$ cat config.mk
export PLATFORM = sky130hd
export DESIGN_NAME = motion_intent_scorer_unit
export DESIGN_NICKNAME = d
export VERILOG_FILES = /design/src/rtl/mis_pkg.sv /design/src/rtl/motion_intent_scorer_unit.sv /design/src/rtl/mis_score_unit.sv /design/src/rtl/mis_blend.sv
export VERILOG_INCLUDE_DIRS = /design/src /design/src/rtl
export SDC_FILE = /design/constraint.sdc
export NUM_CORES = 2
export LEC_CHECK = 0
export ABC_AREA = 1
export BUFFER_PORTS_ARGS = -buffer_cell sky130_fd_sc_hd__buf_2
export CAP_MARGIN = 5
export CELL_PAD_IN_SITES_DETAIL_PLACEMENT = 0
export CELL_PAD_IN_SITES_GLOBAL_PLACEMENT = 1
export CORE_MARGIN = 1.5
export CORE_UTILIZATION = 49
export DETAILED_ROUTE_END_ITERATION = 10
export PLACE_DENSITY = 0.83
export SLEW_MARGIN = 10
export SYNTH_ARGS = -nofsm -noshare
export SYNTH_HDL_FRONTEND = slang
export SYNTH_HIERARCHICAL = 1
export SYNTH_SLANG_ARGS = --single-unit
$ cat constraint.sdc
create_clock -name clk_i -period 10 [get_ports clk_i]
set_clock_uncertainty 0.15 [all_clocks]
set_input_delay 0.5 -clock clk_i [delete_from_list [all_inputs] [get_ports clk_i]]
set_output_delay 0.5 -clock clk_i [all_outputs]
set_load 0.01 [all_outputs]
$ cat src/rtl/motion_intent_scorer_unit_assert.svh
// assertion macros for the motion intent scorer
// expects clk_i and rst_ni in the scope of the module that expands them
`ifndef MOTION_INTENT_SCORER_UNIT_ASSERT_SVH
`define MOTION_INTENT_SCORER_UNIT_ASSERT_SVH

// same-cycle implication
`define MIS_ASSERT_IMPL(name, ante, cons) \
  name: assert property (@(posedge clk_i) disable iff (!rst_ni) (ante) |-> (cons)) \
    else $error("motion_intent_scorer_unit: assertion failed");

// next-cycle implication
`define MIS_ASSERT_NEXT(name, ante, cons) \
  name: assert property (@(posedge clk_i) disable iff (!rst_ni) (ante) |=> (cons)) \
    else $error("motion_intent_scorer_unit: assertion failed");

`endif

$ cat src/rtl/mis_pkg.sv
// shared types, constants and weight table of the motion intent scorer
// no dependencies
`timescale 1ns / 1ps
`default_nettype none

package mis_pkg;

  localparam int FEAT_W     = 24;
  localparam int DIFF_W     = FEAT_W + 1;
  localparam int SPAN_W     = FEAT_W;
  localparam int QUO_W      = 16;
  localparam int SCORE_W    = QUO_W + 1;
  localparam int CNT_W      = 4;
  localparam int FEAT_IDX_W = 2;
  localparam int CFG_IDX_W  = 3;
  localparam int WEIGHT_W   = 15;
  localparam int PROD_W     = 32;
  localparam int ACC_W      = PROD_W + 1;
  localparam int MIX_W      = 2 * SCORE_W;

  localparam logic [SCORE_W-1:0] ONE_Q16 = 17'd65536;
  localparam logic [SCORE_W-1:0] ALPHA   = 17'd16384;
  localparam logic [SCORE_W-1:0] KEEP    = ONE_Q16 - ALPHA;

  localparam logic [CNT_W-1:0]      DIV_LAST  = CNT_W'(QUO_W - 1);
  localparam logic [FEAT_IDX_W-1:0] FEAT_LAST = 2'd3;

  localparam logic [FEAT_IDX_W-1:0] FEAT_SPREAD    = 2'd0;
  localparam logic [FEAT_IDX_W-1:0] FEAT_VELOCITY  = 2'd1;
  localparam logic [FEAT_IDX_W-1:0] FEAT_AMPLITUDE = 2'd2;
  localparam logic [FEAT_IDX_W-1:0] FEAT_FREQUENCY = 2'd3;

  typedef struct packed {
    logic signed [FEAT_W-1:0] spread;
    logic signed [FEAT_W-1:0] phase_velocity;
    logic signed [FEAT_W-1:0] amplitude;
    logic signed [FEAT_W-1:0] frequency;
  } mis_in_t;

  typedef struct packed {
    logic [SCORE_W-1:0] conf;
    logic [SCORE_W-1:0] halt;
  } mis_out_t;

  typedef struct packed {
    logic signed [FEAT_W-1:0] low;
    logic signed [FEAT_W-1:0] high;
  } mis_thr_t;

  typedef struct packed {
    logic               vld;
    logic [SCORE_W-1:0] score;
  } mis_score_rsp_t;

  typedef struct packed {
    logic               vld;
    logic [SCORE_W-1:0] conf;
  } mis_blend_rsp_t;

  typedef enum logic [1:0] {
    ST_IDLE,
    ST_LAUNCH,
    ST_WAIT,
    ST_DRAIN
  } mis_state_e;

  typedef enum logic [1:0] {
    SC_IDLE,
    SC_PREP,
    SC_DIV
  } mis_sc_state_e;

  localparam mis_thr_t THR_RESET [4] = '{
    '{low: 24'sd0, high: 24'sd40960},
    '{low: 24'sd0, high: 24'sd409600},
    '{low: 24'sd0, high: 24'sd2048},
    '{low: 24'sd0, high: 24'sd4096}
  };

  // q0.16 weights 0.35 / 0.30 / 0.20 / 0.15, summing to one
  function automatic logic [WEIGHT_W-1:0] weight(input logic [FEAT_IDX_W-1:0] k);
    logic [WEIGHT_W-1:0] w;
    unique case (k)
      FEAT_SPREAD:    w = 15'd22938;
      FEAT_VELOCITY:  w = 15'd19661;
      FEAT_AMPLITUDE: w = 15'd13107;
      FEAT_FREQUENCY: w = 15'd9830;
    endcase
    return w;
  endfunction

endpackage

`default_nettype wire

$ cat src/rtl/motion_intent_scorer_unit.sv
// motion intent scorer: how much a gait looks like active motion
//
// in channel: in_valid_i / in_stall_o carry one item of four signed q12.12
// gait features. out channel: out_valid_o / out_stall_i carry the smoothed
// confidence and one minus it, both q1.16 with 65536 as one. the user must
// write thresholds via cfg_we_i / cfg_idx_i / cfg_data_i only while idle;
// the block itself does not enforce it.
// one item at a time: the four features are scored in turn by one shared
// unit whose restoring divider yields one quotient bit per cycle. a feature
// ends after the threshold compare when it saturates or its thresholds are
// degenerate, else it goes on through the divider; blending and smoothing
// follow, and the next item is accepted only once this one has finished.
// in_stall_o is high from accept until the result moves into the output
// register, so the next item is taken while the last result still waits.
// a stalled receiver holds out_valid_o and the payload; once a second
// result is ready it also holds the block busy.
// reset clears the thresholds to their defaults and the average to zero.
// depends on mis_pkg, mis_score_unit, mis_blend and the assertion header
`timescale 1ns / 1ps
`default_nettype none

`include "motion_intent_scorer_unit_assert.svh"

module motion_intent_scorer_unit (
  input  wire logic                                  clk_i,
  input  wire logic                                  rst_ni,
  input  wire logic                                  cfg_we_i,
  input  wire logic [mis_pkg::CFG_IDX_W-1:0]         cfg_idx_i,
  input  wire logic [mis_pkg::FEAT_W-1:0]            cfg_data_i,
  input  wire logic                                  in_valid_i,
  output logic                                       in_stall_o,
  input  wire mis_pkg::mis_in_t                      in_data_i,
  output logic                                       out_valid_o,
  input  wire logic                                  out_stall_i,
  output mis_pkg::mis_out_t                          out_data_o
);

  mis_pkg::mis_state_e state_q, state_d;
  logic [mis_pkg::FEAT_IDX_W-1:0] feat_q, feat_d;
  mis_pkg::mis_in_t item_q;
  mis_pkg::mis_thr_t thr_q [4];
  logic out_vld_q, out_vld_d;
  mis_pkg::mis_out_t out_data_q, out_data_d;

  logic in_acc;
  logic sc_start;
  logic bl_take;
  logic signed [mis_pkg::FEAT_W-1:0] feat_val;
  mis_pkg::mis_score_rsp_t sc_rsp;
  mis_pkg::mis_blend_rsp_t bl_rsp;

  assign in_stall_o = (state_q != mis_pkg::ST_IDLE);
  assign in_acc     = in_valid_i && !in_stall_o;

  always_comb begin
    unique case (feat_q)
      mis_pkg::FEAT_SPREAD:    feat_val = item_q.spread;
      mis_pkg::FEAT_VELOCITY:  feat_val = item_q.phase_velocity;
      mis_pkg::FEAT_AMPLITUDE: feat_val = item_q.amplitude;
      default:                 feat_val = item_q.frequency;
    endcase
  end

  always_comb begin
    state_d    = state_q;
    feat_d     = feat_q;
    sc_start   = 1'b0;
    bl_take    = 1'b0;
    out_vld_d  = out_vld_q;
    out_data_d = out_data_q;
    if (out_vld_q && !out_stall_i) begin
      out_vld_d = 1'b0;
    end
    unique case (state_q)
      mis_pkg::ST_IDLE: begin
        if (in_acc) begin
          feat_d  = mis_pkg::FEAT_SPREAD;
          state_d = mis_pkg::ST_LAUNCH;
        end
      end
      mis_pkg::ST_LAUNCH: begin
        sc_start = 1'b1;
        state_d  = mis_pkg::ST_WAIT;
      end
      mis_pkg::ST_WAIT: begin
        if (sc_rsp.vld) begin
          if (feat_q == mis_pkg::FEAT_LAST) begin
            state_d = mis_pkg::ST_DRAIN;
          end else begin
            feat_d  = feat_q + 1'b1;
            state_d = mis_pkg::ST_LAUNCH;
          end
        end
      end
      mis_pkg::ST_DRAIN: begin
        // output register free or emptying this cycle
        if (bl_rsp.vld && (!out_vld_q || !out_stall_i)) begin
          bl_take    = 1'b1;
          out_vld_d  = 1'b1;
          out_data_d = '{conf: bl_rsp.conf,
                         halt: mis_pkg::ONE_Q16 - bl_rsp.conf};
          state_d    = mis_pkg::ST_IDLE;
        end
      end
      default: begin
        state_d = mis_pkg::ST_IDLE;
      end
    endcase
  end

  always_ff @(posedge clk_i or negedge rst_ni) begin
    if (!rst_ni) begin
      state_q   <= mis_pkg::ST_IDLE;
      feat_q    <= '0;
      out_vld_q <= 1'b0;
      thr_q     <= mis_pkg::THR_RESET;
    end else begin
      state_q   <= state_d;
      feat_q    <= feat_d;
      out_vld_q <= out_vld_d;
      if (cfg_we_i) begin
        if (cfg_idx_i[0]) begin
          thr_q[cfg_idx_i[mis_pkg::CFG_IDX_W-1:1]].high <= cfg_data_i;
        end else begin
          thr_q[cfg_idx_i[mis_pkg::CFG_IDX_W-1:1]].low <= cfg_data_i;
        end
      end
    end
  end

  always_ff @(posedge clk_i) begin
    out_data_q <= out_data_d;
    if (in_acc) begin
      item_q <= in_data_i;
    end
  end

  mis_score_unit u_score (
    .clk_i   (clk_i),
    .rst_ni  (rst_ni),
    .start_i (sc_start),
    .value_i (feat_val),
    .thr_i   (thr_q[feat_q]),
    .rsp_o   (sc_rsp)
  );

  mis_blend u_blend (
    .clk_i   (clk_i),
    .rst_ni  (rst_ni),
    .clear_i (in_acc),
    .score_i (sc_rsp),
    .sel_i   (feat_q),
    .take_i  (bl_take),
    .rsp_o   (bl_rsp)
  );

  assign out_valid_o = out_vld_q;
  assign out_data_o  = out_data_q;

  `MIS_ASSERT_IMPL(a_sum_one, out_vld_q, (out_data_q.conf + out_data_q.halt) == mis_pkg::ONE_Q16)
  `MIS_ASSERT_IMPL(a_out_in_range, out_vld_q, out_data_q.conf <= mis_pkg::ONE_Q16)
  `MIS_ASSERT_IMPL(a_score_while_wait, sc_rsp.vld, state_q == mis_pkg::ST_WAIT)
  `MIS_ASSERT_IMPL(a_blend_while_drain, bl_rsp.vld, state_q == mis_pkg::ST_DRAIN)
  `MIS_ASSERT_NEXT(a_take_loads_out, bl_take, out_vld_q && (state_q == mis_pkg::ST_IDLE))

endmodule

`default_nettype wire

$ cat src/rtl/mis_score_unit.sv
// per-feature score: threshold compare, then if between the thresholds a
// radix-2 restoring divider, one quotient bit per cycle; needs mis_pkg
`timescale 1ns / 1ps
`default_nettype none

module mis_score_unit (
  input  wire logic                              clk_i,
  input  wire logic                              rst_ni,
  input  wire logic                              start_i,
  input  wire logic signed [mis_pkg::FEAT_W-1:0] value_i,
  input  wire mis_pkg::mis_thr_t                 thr_i,
  output mis_pkg::mis_score_rsp_t                rsp_o
);

  mis_pkg::mis_sc_state_e state_q, state_d;
  mis_pkg::mis_score_rsp_t rsp_q, rsp_d;

  logic signed [mis_pkg::DIFF_W-1:0] diff_q, diff_d;
  logic signed [mis_pkg::DIFF_W-1:0] span_q, span_d;
  logic degen_q, degen_d;
  logic ge_q, ge_d;
  logic [mis_pkg::SPAN_W-1:0] rem_q, rem_d;
  logic [mis_pkg::QUO_W-1:0]  quo_q, quo_d;
  logic [mis_pkg::CNT_W-1:0]  cnt_q, cnt_d;

  logic [mis_pkg::SPAN_W:0] rem_sh;
  logic [mis_pkg::SPAN_W:0] span_ext;
  logic [mis_pkg::SPAN_W:0] rem_nx;
  logic                     fits;

  // one restoring step: shift remainder, subtract span if it fits
  always_comb begin
    rem_sh   = {rem_q, 1'b0};
    span_ext = {1'b0, span_q[mis_pkg::SPAN_W-1:0]};
    fits     = (rem_sh >= span_ext);
    rem_nx   = fits ? (rem_sh - span_ext) : rem_sh;
  end

  always_comb begin
    state_d = state_q;
    rsp_d   = '{vld: 1'b0, score: rsp_q.score};
    diff_d  = diff_q;
    span_d  = span_q;
    degen_d = degen_q;
    ge_d    = ge_q;
    rem_d   = rem_q;
    quo_d   = quo_q;
    cnt_d   = cnt_q;
    unique case (state_q)
      mis_pkg::SC_IDLE: begin
        if (start_i) begin
          diff_d  = {value_i[mis_pkg::FEAT_W-1], value_i}
                  - {thr_i.low[mis_pkg::FEAT_W-1], thr_i.low};
          span_d  = {thr_i.high[mis_pkg::FEAT_W-1], thr_i.high}
                  - {thr_i.low[mis_pkg::FEAT_W-1], thr_i.low};
          degen_d = (thr_i.high <= thr_i.low);
          ge_d    = (value_i >= thr_i.high);
          state_d = mis_pkg::SC_PREP;
        end
      end
      mis_pkg::SC_PREP: begin
        priority if (degen_q) begin
          rsp_d   = '{vld: 1'b1, score: (ge_q ? mis_pkg::ONE_Q16 : '0)};
          state_d = mis_pkg::SC_IDLE;
        end else if (diff_q <= 25'sd0) begin
          rsp_d   = '{vld: 1'b1, score: '0};
          state_d = mis_pkg::SC_IDLE;
        end else if (diff_q >= span_q) begin
          rsp_d   = '{vld: 1'b1, score: mis_pkg::ONE_Q16};
          state_d = mis_pkg::SC_IDLE;
        end else begin
          // 0 < diff < span, so both fit the unsigned span width
          rem_d   = diff_q[mis_pkg::SPAN_W-1:0];
          quo_d   = '0;
          cnt_d   = '0;
          state_d = mis_pkg::SC_DIV;
        end
      end
      mis_pkg::SC_DIV: begin
        rem_d = rem_nx[mis_pkg::SPAN_W-1:0];
        quo_d = {quo_q[mis_pkg::QUO_W-2:0], fits};
        cnt_d = cnt_q + 1'b1;
        if (cnt_q == mis_pkg::DIV_LAST) begin
          rsp_d   = '{vld: 1'b1, score: {1'b0, quo_q[mis_pkg::QUO_W-2:0], fits}};
          state_d = mis_pkg::SC_IDLE;
        end
      end
      default: begin
        state_d = mis_pkg::SC_IDLE;
      end
    endcase
  end

  always_ff @(posedge clk_i or negedge rst_ni) begin
    if (!rst_ni) begin
      state_q <= mis_pkg::SC_IDLE;
      rsp_q   <= '0;
      cnt_q   <= '0;
    end else begin
      state_q <= state_d;
      rsp_q   <= rsp_d;
      cnt_q   <= cnt_d;
    end
  end

  always_ff @(posedge clk_i) begin
    diff_q  <= diff_d;
    span_q  <= span_d;
    degen_q <= degen_d;
    ge_q    <= ge_d;
    rem_q   <= rem_d;
    quo_q   <= quo_d;
  end

  assign rsp_o = rsp_q;

endmodule

`default_nettype wire

$ cat src/rtl/mis_blend.sv
// weighted sum of the four scores and exponential smoothing of the result
// holds the smoothed confidence state; depends on mis_pkg
`timescale 1ns / 1ps
`default_nettype none

module mis_blend (
  input  wire logic                                  clk_i,
  input  wire logic                                  rst_ni,
  input  wire logic                                  clear_i,
  input  wire mis_pkg::mis_score_rsp_t               score_i,
  input  wire logic [mis_pkg::FEAT_IDX_W-1:0]        sel_i,
  input  wire logic                                  take_i,
  output mis_pkg::mis_blend_rsp_t                    rsp_o
);

  logic [mis_pkg::PROD_W-1:0]  prod_q;
  logic                        prod_vld_q, prod_last_q;
  logic [mis_pkg::ACC_W-1:0]   acc_q;
  logic                        acc_last_q;
  logic [mis_pkg::MIX_W-1:0]   mix_a_q, mix_b_q;
  logic [mis_pkg::SCORE_W-1:0] raw_q;
  logic                        seed_q;
  logic                        mix_vld_q;
  logic [mis_pkg::SCORE_W-1:0] smooth_q;
  logic                        res_vld_q;

  logic [mis_pkg::SCORE_W-1:0] raw_w;
  logic [mis_pkg::MIX_W-1:0]   mix_sum;
  logic [mis_pkg::SCORE_W:0]   mix_div;
  logic [mis_pkg::SCORE_W-1:0] mix_w;
  logic [mis_pkg::SCORE_W-1:0] next_w;

  always_comb begin
    raw_w = acc_q[mis_pkg::ACC_W-1:mis_pkg::QUO_W];
    if (raw_w > mis_pkg::ONE_Q16) begin
      raw_w = mis_pkg::ONE_Q16;
    end
    mix_sum = mix_a_q + mix_b_q;
    mix_div = mix_sum[mis_pkg::MIX_W-1:mis_pkg::QUO_W];
    mix_w   = (mix_div > {1'b0, mis_pkg::ONE_Q16}) ? mis_pkg::ONE_Q16
                                                   : mix_div[mis_pkg::SCORE_W-1:0];
    next_w  = seed_q ? raw_q : mix_w;
  end

  always_ff @(posedge clk_i or negedge rst_ni) begin
    if (!rst_ni) begin
      prod_vld_q  <= 1'b0;
      prod_last_q <= 1'b0;
      acc_last_q  <= 1'b0;
      mix_vld_q   <= 1'b0;
      res_vld_q   <= 1'b0;
      smooth_q    <= '0;
      acc_q       <= '0;
    end else begin
      prod_vld_q  <= score_i.vld;
      prod_last_q <= score_i.vld && (sel_i == mis_pkg::FEAT_LAST);
      acc_last_q  <= prod_vld_q && prod_last_q;
      mix_vld_q   <= acc_last_q;
      if (clear_i) begin
        acc_q <= '0;
      end else if (prod_vld_q) begin
        acc_q <= acc_q + {1'b0, prod_q};
      end
      if (mix_vld_q) begin
        smooth_q  <= next_w;
        res_vld_q <= 1'b1;
      end else if (take_i) begin
        res_vld_q <= 1'b0;
      end
    end
  end

  always_ff @(posedge clk_i) begin
    if (score_i.vld) begin
      prod_q <= mis_pkg::PROD_W'(mis_pkg::weight(sel_i)) * mis_pkg::PROD_W'(score_i.score);
    end
    if (acc_last_q) begin
      mix_a_q <= mis_pkg::MIX_W'(mis_pkg::KEEP) * mis_pkg::MIX_W'(smooth_q);
      mix_b_q <= mis_pkg::MIX_W'(mis_pkg::ALPHA) * mis_pkg::MIX_W'(raw_w);
      raw_q   <= raw_w;
      // first nonzero raw value seeds an empty average
      seed_q  <= (smooth_q == '0) && (raw_w != '0);
    end
  end

  assign rsp_o = '{vld: res_vld_q, conf: smooth_q};

endmodule

`default_nettype wire
* Yosys cells after proc, flatten, opt, wreduce, memory -nomap -nowiden
Index checks and enable logic that the tools add are counted.
** Cells by class
- Add/subtract/negate cells :: 8
- Multiply operators :: 2
- Order comparisons :: 10
- Equal/unequal tests :: 19
- Muxes and demuxes :: 60
- Bitwise operators :: 2
- Reduce and logical (&&, ||, !) cells :: 28
** Operators with widths (number)
- bitwise mux 192 bit :: 2
- demux 48 bit (select 2 bit) :: 2
- two-way mux 192 bit :: 1
- two-way mux 48 bit :: 3
- two-way mux 24 bit :: 5
- binary-select mux 48 bit (select 2 bit) :: 1
- two-way mux 18 bit :: 4
- one-hot mux 24 bit (3 select lines) :: 1
- two-way mux 17 bit :: 4
- two-way mux 33 bit :: 2
- two-way mux 15 bit :: 4
- one-hot mux 15 bit (4 select lines) :: 1
- subtractor 24 x 24 -> 25 bit :: 2
- one-hot mux 24 bit (2 select lines) :: 1
- one-hot mux 18 bit (2 select lines) :: 1
- adder 33 x 31 -> 34 bit :: 1
- adder 33 x 32 -> 33 bit :: 1
- multiplier 15 x 17 -> 32 bit :: 1
- one-hot mux 15 bit (2 select lines) :: 1
- greater-or-equal comparator 25 x 24 -> 1 bit :: 1
- greater-or-equal comparator 25 bit :: 1
- less-or-equal comparator 25 x 1 -> 1 bit (second input constant) :: 1
- greater-or-equal comparator 24 bit :: 1
- less-or-equal comparator 24 bit :: 1
- 33 further kinds :: 86
** Storage, ports and cells
- Register bits after elaboration :: 566
- Bits of input ports :: 128
- Output and inout bits :: 36
- Logic and storage cells :: 167

* Depth between registers and ports, before layout
- Word-level depth :: 7
- Mapped depth :: 32
- Depth with buffers taken out :: 30

* By module
The synthesis kept the hierarchy.
** By module, submodules not included
- mis_blend :: instances 1, cells each 1950, area an instance 15969.1 sq um, sequential area each 3448.3 sq um
- motion_intent_scorer_unit :: instances 1, cells each 1350, area an instance 13688.1 sq um, sequential area each 8812.2 sq um
- mis_score_unit :: instances 1, cells each 1356, area an instance 10179.8 sq um, sequential area each 3333.2 sq um

* Worst setup path before layout
OpenSTA, ideal clock, no wires.
- Kind :: reg-to-reg
- From :: reg feat_q[1] (netlist name)
- To :: reg u_blend/prod_q[29] (netlist name), data pin
- Library setup time :: 0.266 ns
- Arrival :: 6.792 ns
- Data required time :: 9.584 ns
- Path slack :: 2.792 ns
- Cell stages (with the launch flop) :: 30
- Buffers on the path :: 4
- Clock period less this slack :: 7.208 ns
- Cell sequence :: dfrtp_1 clkbuf_1 clkbuf_1 inv_1 ha_1 clkbuf_1 o21ai_1 clkbuf_1 nor2_1 fa_1 inv_1 fa_1 inv_1 fa_1 inv_1 fa_1 inv_1 fa_1 inv_1 fa_1 inv_1 ha_1 nand2_1 nor2_1 and2_1 o21ai_0 nand3_1 nand3_1 o2111ai_1 xor2_1
** On the way
- Word-level cells in the longest chain between the ends :: 4
- Elaborated cells between the ends (all ways) :: 7
- Classes of those cells :: 1 x mul; 3 x eq/ne; 2 x mux; 1 x reduce/logical
** RTL lines
- start, declared :: line motion_intent_scorer_unit.sv:39 : logic [mis_pkg::FEAT_IDX_W-1:0] feat_q, feat_d;
- start signal, assigned :: line motion_intent_scorer_unit.sv:119 : feat_q <= feat_d;
- == test 2 bit, or another cell as far along :: line mis_pkg.sv:83 : unique case (k)
- one-hot mux 15 bit (4 select lines) * :: line mis_pkg.sv:83
- two-way mux 15 bit * :: line mis_blend.sv:74 : if (score_i.vld) begin
- multiplier 15 x 17 -> 32 bit * :: line mis_blend.sv:75 : prod_q <= mis_pkg::PROD_W'(mis_pkg::weight(sel_i)) * mis_pkg::PROD_W'(score_i.score);
- end signal, assigned :: line mis_blend.sv:75
- end, declared :: line mis_blend.sv:16 : logic [mis_pkg::PROD_W-1:0] prod_q;
Every way passes the cells marked *; elsewhere a longest branch is shown, timed or not. The select of a mux whose other input is x is not followed.
A chain may end at the register's enable or synchronous reset.

* Final worst setup path
Ends and elaborated chain as after synthesis.

==> results.json <==
{
  "min_path_cells": 3,
  "finalHoldViolCount": 0,
  "netlist.area_leader.share_pct": 21.8,
  "async_reset_ff_share_pct": 48.8,
  "cts_root_buf": "clkbuf_16",
  "cts_made_buffers": 67,
  "nets": 5527,
  "slowest_delay_ns": 0.66,
  "critPathKind": "flip-flop to flip-flop",
  "postCtsSetupBuffers": 0,
  "fin_ws_ns": 2.49,
  "yosysWarnings": 6,
  "hold_end": "thr_q[2]$_DFFE_PN0P_",
  "rsz0062_at_grt": "false",
  "first_iter_violations": 2479,
  "drtAntennaViolNets": 0,
  "cp.required_ns": 10.18,
  "drv_slew": 0,
  "drcViolationCount": 0,
  "cts_tree": "done",
  "synth_cell_types": 63,
  "synth_flop_cell": "edfxtp_1",
  "gp_congestion": 0.953,
  "crit_fanout": 41,
  "setup_viol": 0,
  "dr.pass1.iters": 6,
  "ir_worst_vdd_uv": 213,
  "p_leak_nw": 22.0,
  "antenna_found_initial": 0,
  "cp-start-kind": "flip-flop",
  "cts_max_path_buffers": 3,
  "final_cell_mix": "972 x nand2_1, 712 x inv_1, 446 x nor2_1, 328 x o21ai_0, 315 x ha_1",
  "grt_remaining_overflow": 0,
  "synth_edf_count": 289,
  "core_um2": 80500,
  "tns_ns": 0,
  "first_global_vias": 31500,
  "reg2reg_setup_slack_ns": 2.49,
  "max_slew.worst_pin.slew_ns": 1.19,
  "critPathCaptureType": "flip-flop",
  "insertedDiodeCount": 0,
  "vias_per_cell": 5.34,
  "critPathBufInv": 6,
  "clock_sinks": 565,
  "cpMaxStageDelayCell": "dfrtp_2",
  "h-tree-depth": 3,
  "power_density_nw_per_um2": 138,
  "die_x_um": 288,
  "clock_latency_ns": 0.62,
  "path_delay_family": "adder cells",
  "dieArea_um2": 83000,
  "hold_start": "cfg_data_i[2]",
  "r2r-start": "feat_q[1]$_DFFE_PN0P_",
  "fp-row-count": 104,
  "cts_hold_buf": 117,
  "final.period_utilization_pct": 75.1,
  "synth_nets": 5286,
  "track_usage_pct": 27.0,
  "start_util_pct": 49.5,
  "place_ws_ns": 2.60,
  "die_y_um": 288,
  "wire_per_inst_um": 18.4,
  "ios": 164,
  "drive_above_1_share_pct": 8.35,
  "place_hpwl_mm": 82.0,
  "hold_path.class": "primary input to flip-flop",
  "fin_crit_ns": 7.51,
  "worstReg2RegEnd": "u_blend/prod_q[29]$_DFFE_PP_",
  "final_common_cell": "nand2_1",
  "ys_seq_area_share_pct": 39.1,
  "multi_input_area_um2": 20800,
  "cts.clk_slew.worst_paths_ns": 0.06,
  "crit_chain": "inv_1, ha_1, o21ai_1, buf_4, nor2_1, inv_1, fa_1, inv_1, fa_1, fa_1, fa_1, fa_1, inv_1, fa_1, inv_1, ha_1, nand2_1, nor4_1, nand4_1, nand3_1, nand3_1, o2111ai_1, xor2_1",
  "fillers": 7473,
  "slew_headroom_pct": 20.3,
  "status": "finished, final reports clean",
  "synth.area.top_cells": "edfxtp_1 22%, dfrtp_1 17%, ha_1 9.9%",
  "vias": 32100,
  "regArea_um2": 15600,
  "ctsResizeCount": 0,
  "drt_wl_total_mm": 111,
  "critPathMostFrequentCell": "fa_1",
  "maxClockFrequency_mhz": 133,
  "drv_cap": 0,
  "post_synth_instance_area_um2": 39800,
  "synthCells": 4656,
  "yosys.area.top_type": "edfxtp_1",
  "grt_pass1_wl_mm": 175,
  "syn_to_final_growth_pct": 12.7,
  "arrival_ns": 7.70,
  "r2r_cells": 23,
  "grt_start_max_net_pins": 81,
  "synth_seq_cells": 565,
  "portBuffers": 163,
  "syn_avg_cell_area_um2": 8.56
}
cell usage after synthesis (17+ instances only):
cell / n
ha_1: 315
nand3_1: 150
buf_2: 22
xor2_1: 71
a21o_1: 17
a31oi_1: 33
buf_6: 23
nand2_1: 974
o21ai_0: 329
o21ai_2: 32
inv_1: 713
xnor2_1: 49
clkbuf_1: 72
a21oi_1: 257
nand4_1: 46
fa_1: 187
o21ai_1: 85
dfrtp_1: 269
o22ai_1: 53
edfxtp_1: 289
nor3_1: 38
nor2_1: 449
o21bai_1: 19
worst min-delay path: stages:
cell	delay, ns
buf_2	0.13
nand2_1	0.06
o21ai_0	0.06
routing by layer:
metal	track usage [%]	part of all wire, %
met5	0	0
met4	8.47	3.0
met3	3.06	4.7
met2	45.1	48
met1	36.9	45
logic make-up after synthesis:
logic type                 after synthesis  share of synthesized area (%)
AOI/OAI and AO/OA                      889                           12.5
xor gates and xnor gates               120                           2.64
other                                    1                        0.00941
DFF                                    565                           39.1
adders and majority gates              502                           19.3
buffers and inverters                  862                           8.77
and+or+nand+nor                       1717                           17.6
state kept, by name, summed over array words and instances, names as in the netlist, 2 cells and up:
signal	count
thr_q	192
u_blend/acc_q	33
u_score/state_q	2
state_q	2
u_blend/smooth_q	17
out_data_o	33
u_score/diff_q	25
feat_q	2
u_score/span_q	25
u_score/rem_q	24
u_blend/prod_q	32
item_q	96
u_score/rsp_o	18
u_score/cnt_q	4
u_blend/mix_a_q	19
u_score/quo_q	15
u_blend/raw_q	17
layout make-up:
type	instances	share of cell area (%)
Clock buffer	94	4.35
Clock inverter	27	0.658
Inverter	728	6.09
Multi-Input combinational cell	3229	46.3
Sequential cell	565	34.8
Tap cell	1060	2.95
Timing Repair Buffer	306	4.88
worst max path at each step:
| stage | slack [ns] | cells past startpoint | from | endpoint |
|---|---|---|---|---|
| 5_1_grt | 1.87 | 23 | feat_q[1]$_DFFE_PN0P_ | u_blend/prod_q[29]$_DFFE_PP_ |
| 6_report | 2.49 | 23 | feat_q[1]$_DFFE_PN0P_ | u_blend/prod_q[29]$_DFFE_PP_ |
| 2_1_floorplan | 2.79 | 29 | feat_q[1]$_DFFE_PN0P_ | u_blend/prod_q[29]$_DFFE_PP_ |
| 3_3_place_gp | 2.70 | 24 | feat_q[1]$_DFFE_PN0P_ | u_blend/prod_q[19]$_DFFE_PP_ |
| 4_1_cts | 2.55 | 23 | feat_q[1]$_DFFE_PN0P_ | u_blend/prod_q[29]$_DFFE_PP_ |
| 3_5_place_dp | 2.60 | 23 | feat_q[1]$_DFFE_PN0P_ | u_blend/prod_q[29]$_DFFE_PP_ |
stage by stage:
step / hold slack, ns / instances / utilization, % / power [mW] / cell area [um2]
after floorplan: 0.0544 / 4656 / - / 3.39 / 39800
after global routing: 0.0294 / 6009 / 55.7 / 6.48 / 44900
final: 0.0439 / 6009 / 55.7 / 6.21 / 44900
after detailed placement: 0.266 / 5771 / 51.5 / 3.73 / 41500
after global placement: 0.266 / 5771 / 51.5 / 3.72 / 41500
after CTS: 0.00343 / 6009 / 55.7 / 6.24 / 44900
where the power goes:
group	switching, mW	leakage (nW)	internal, mW
combinational	0.660	14.9	0.368
sequential	0.0787	6.06	2.63
clock	1.03	1.10	1.43
Note: power is estimated with default switching activity, not from simulation.
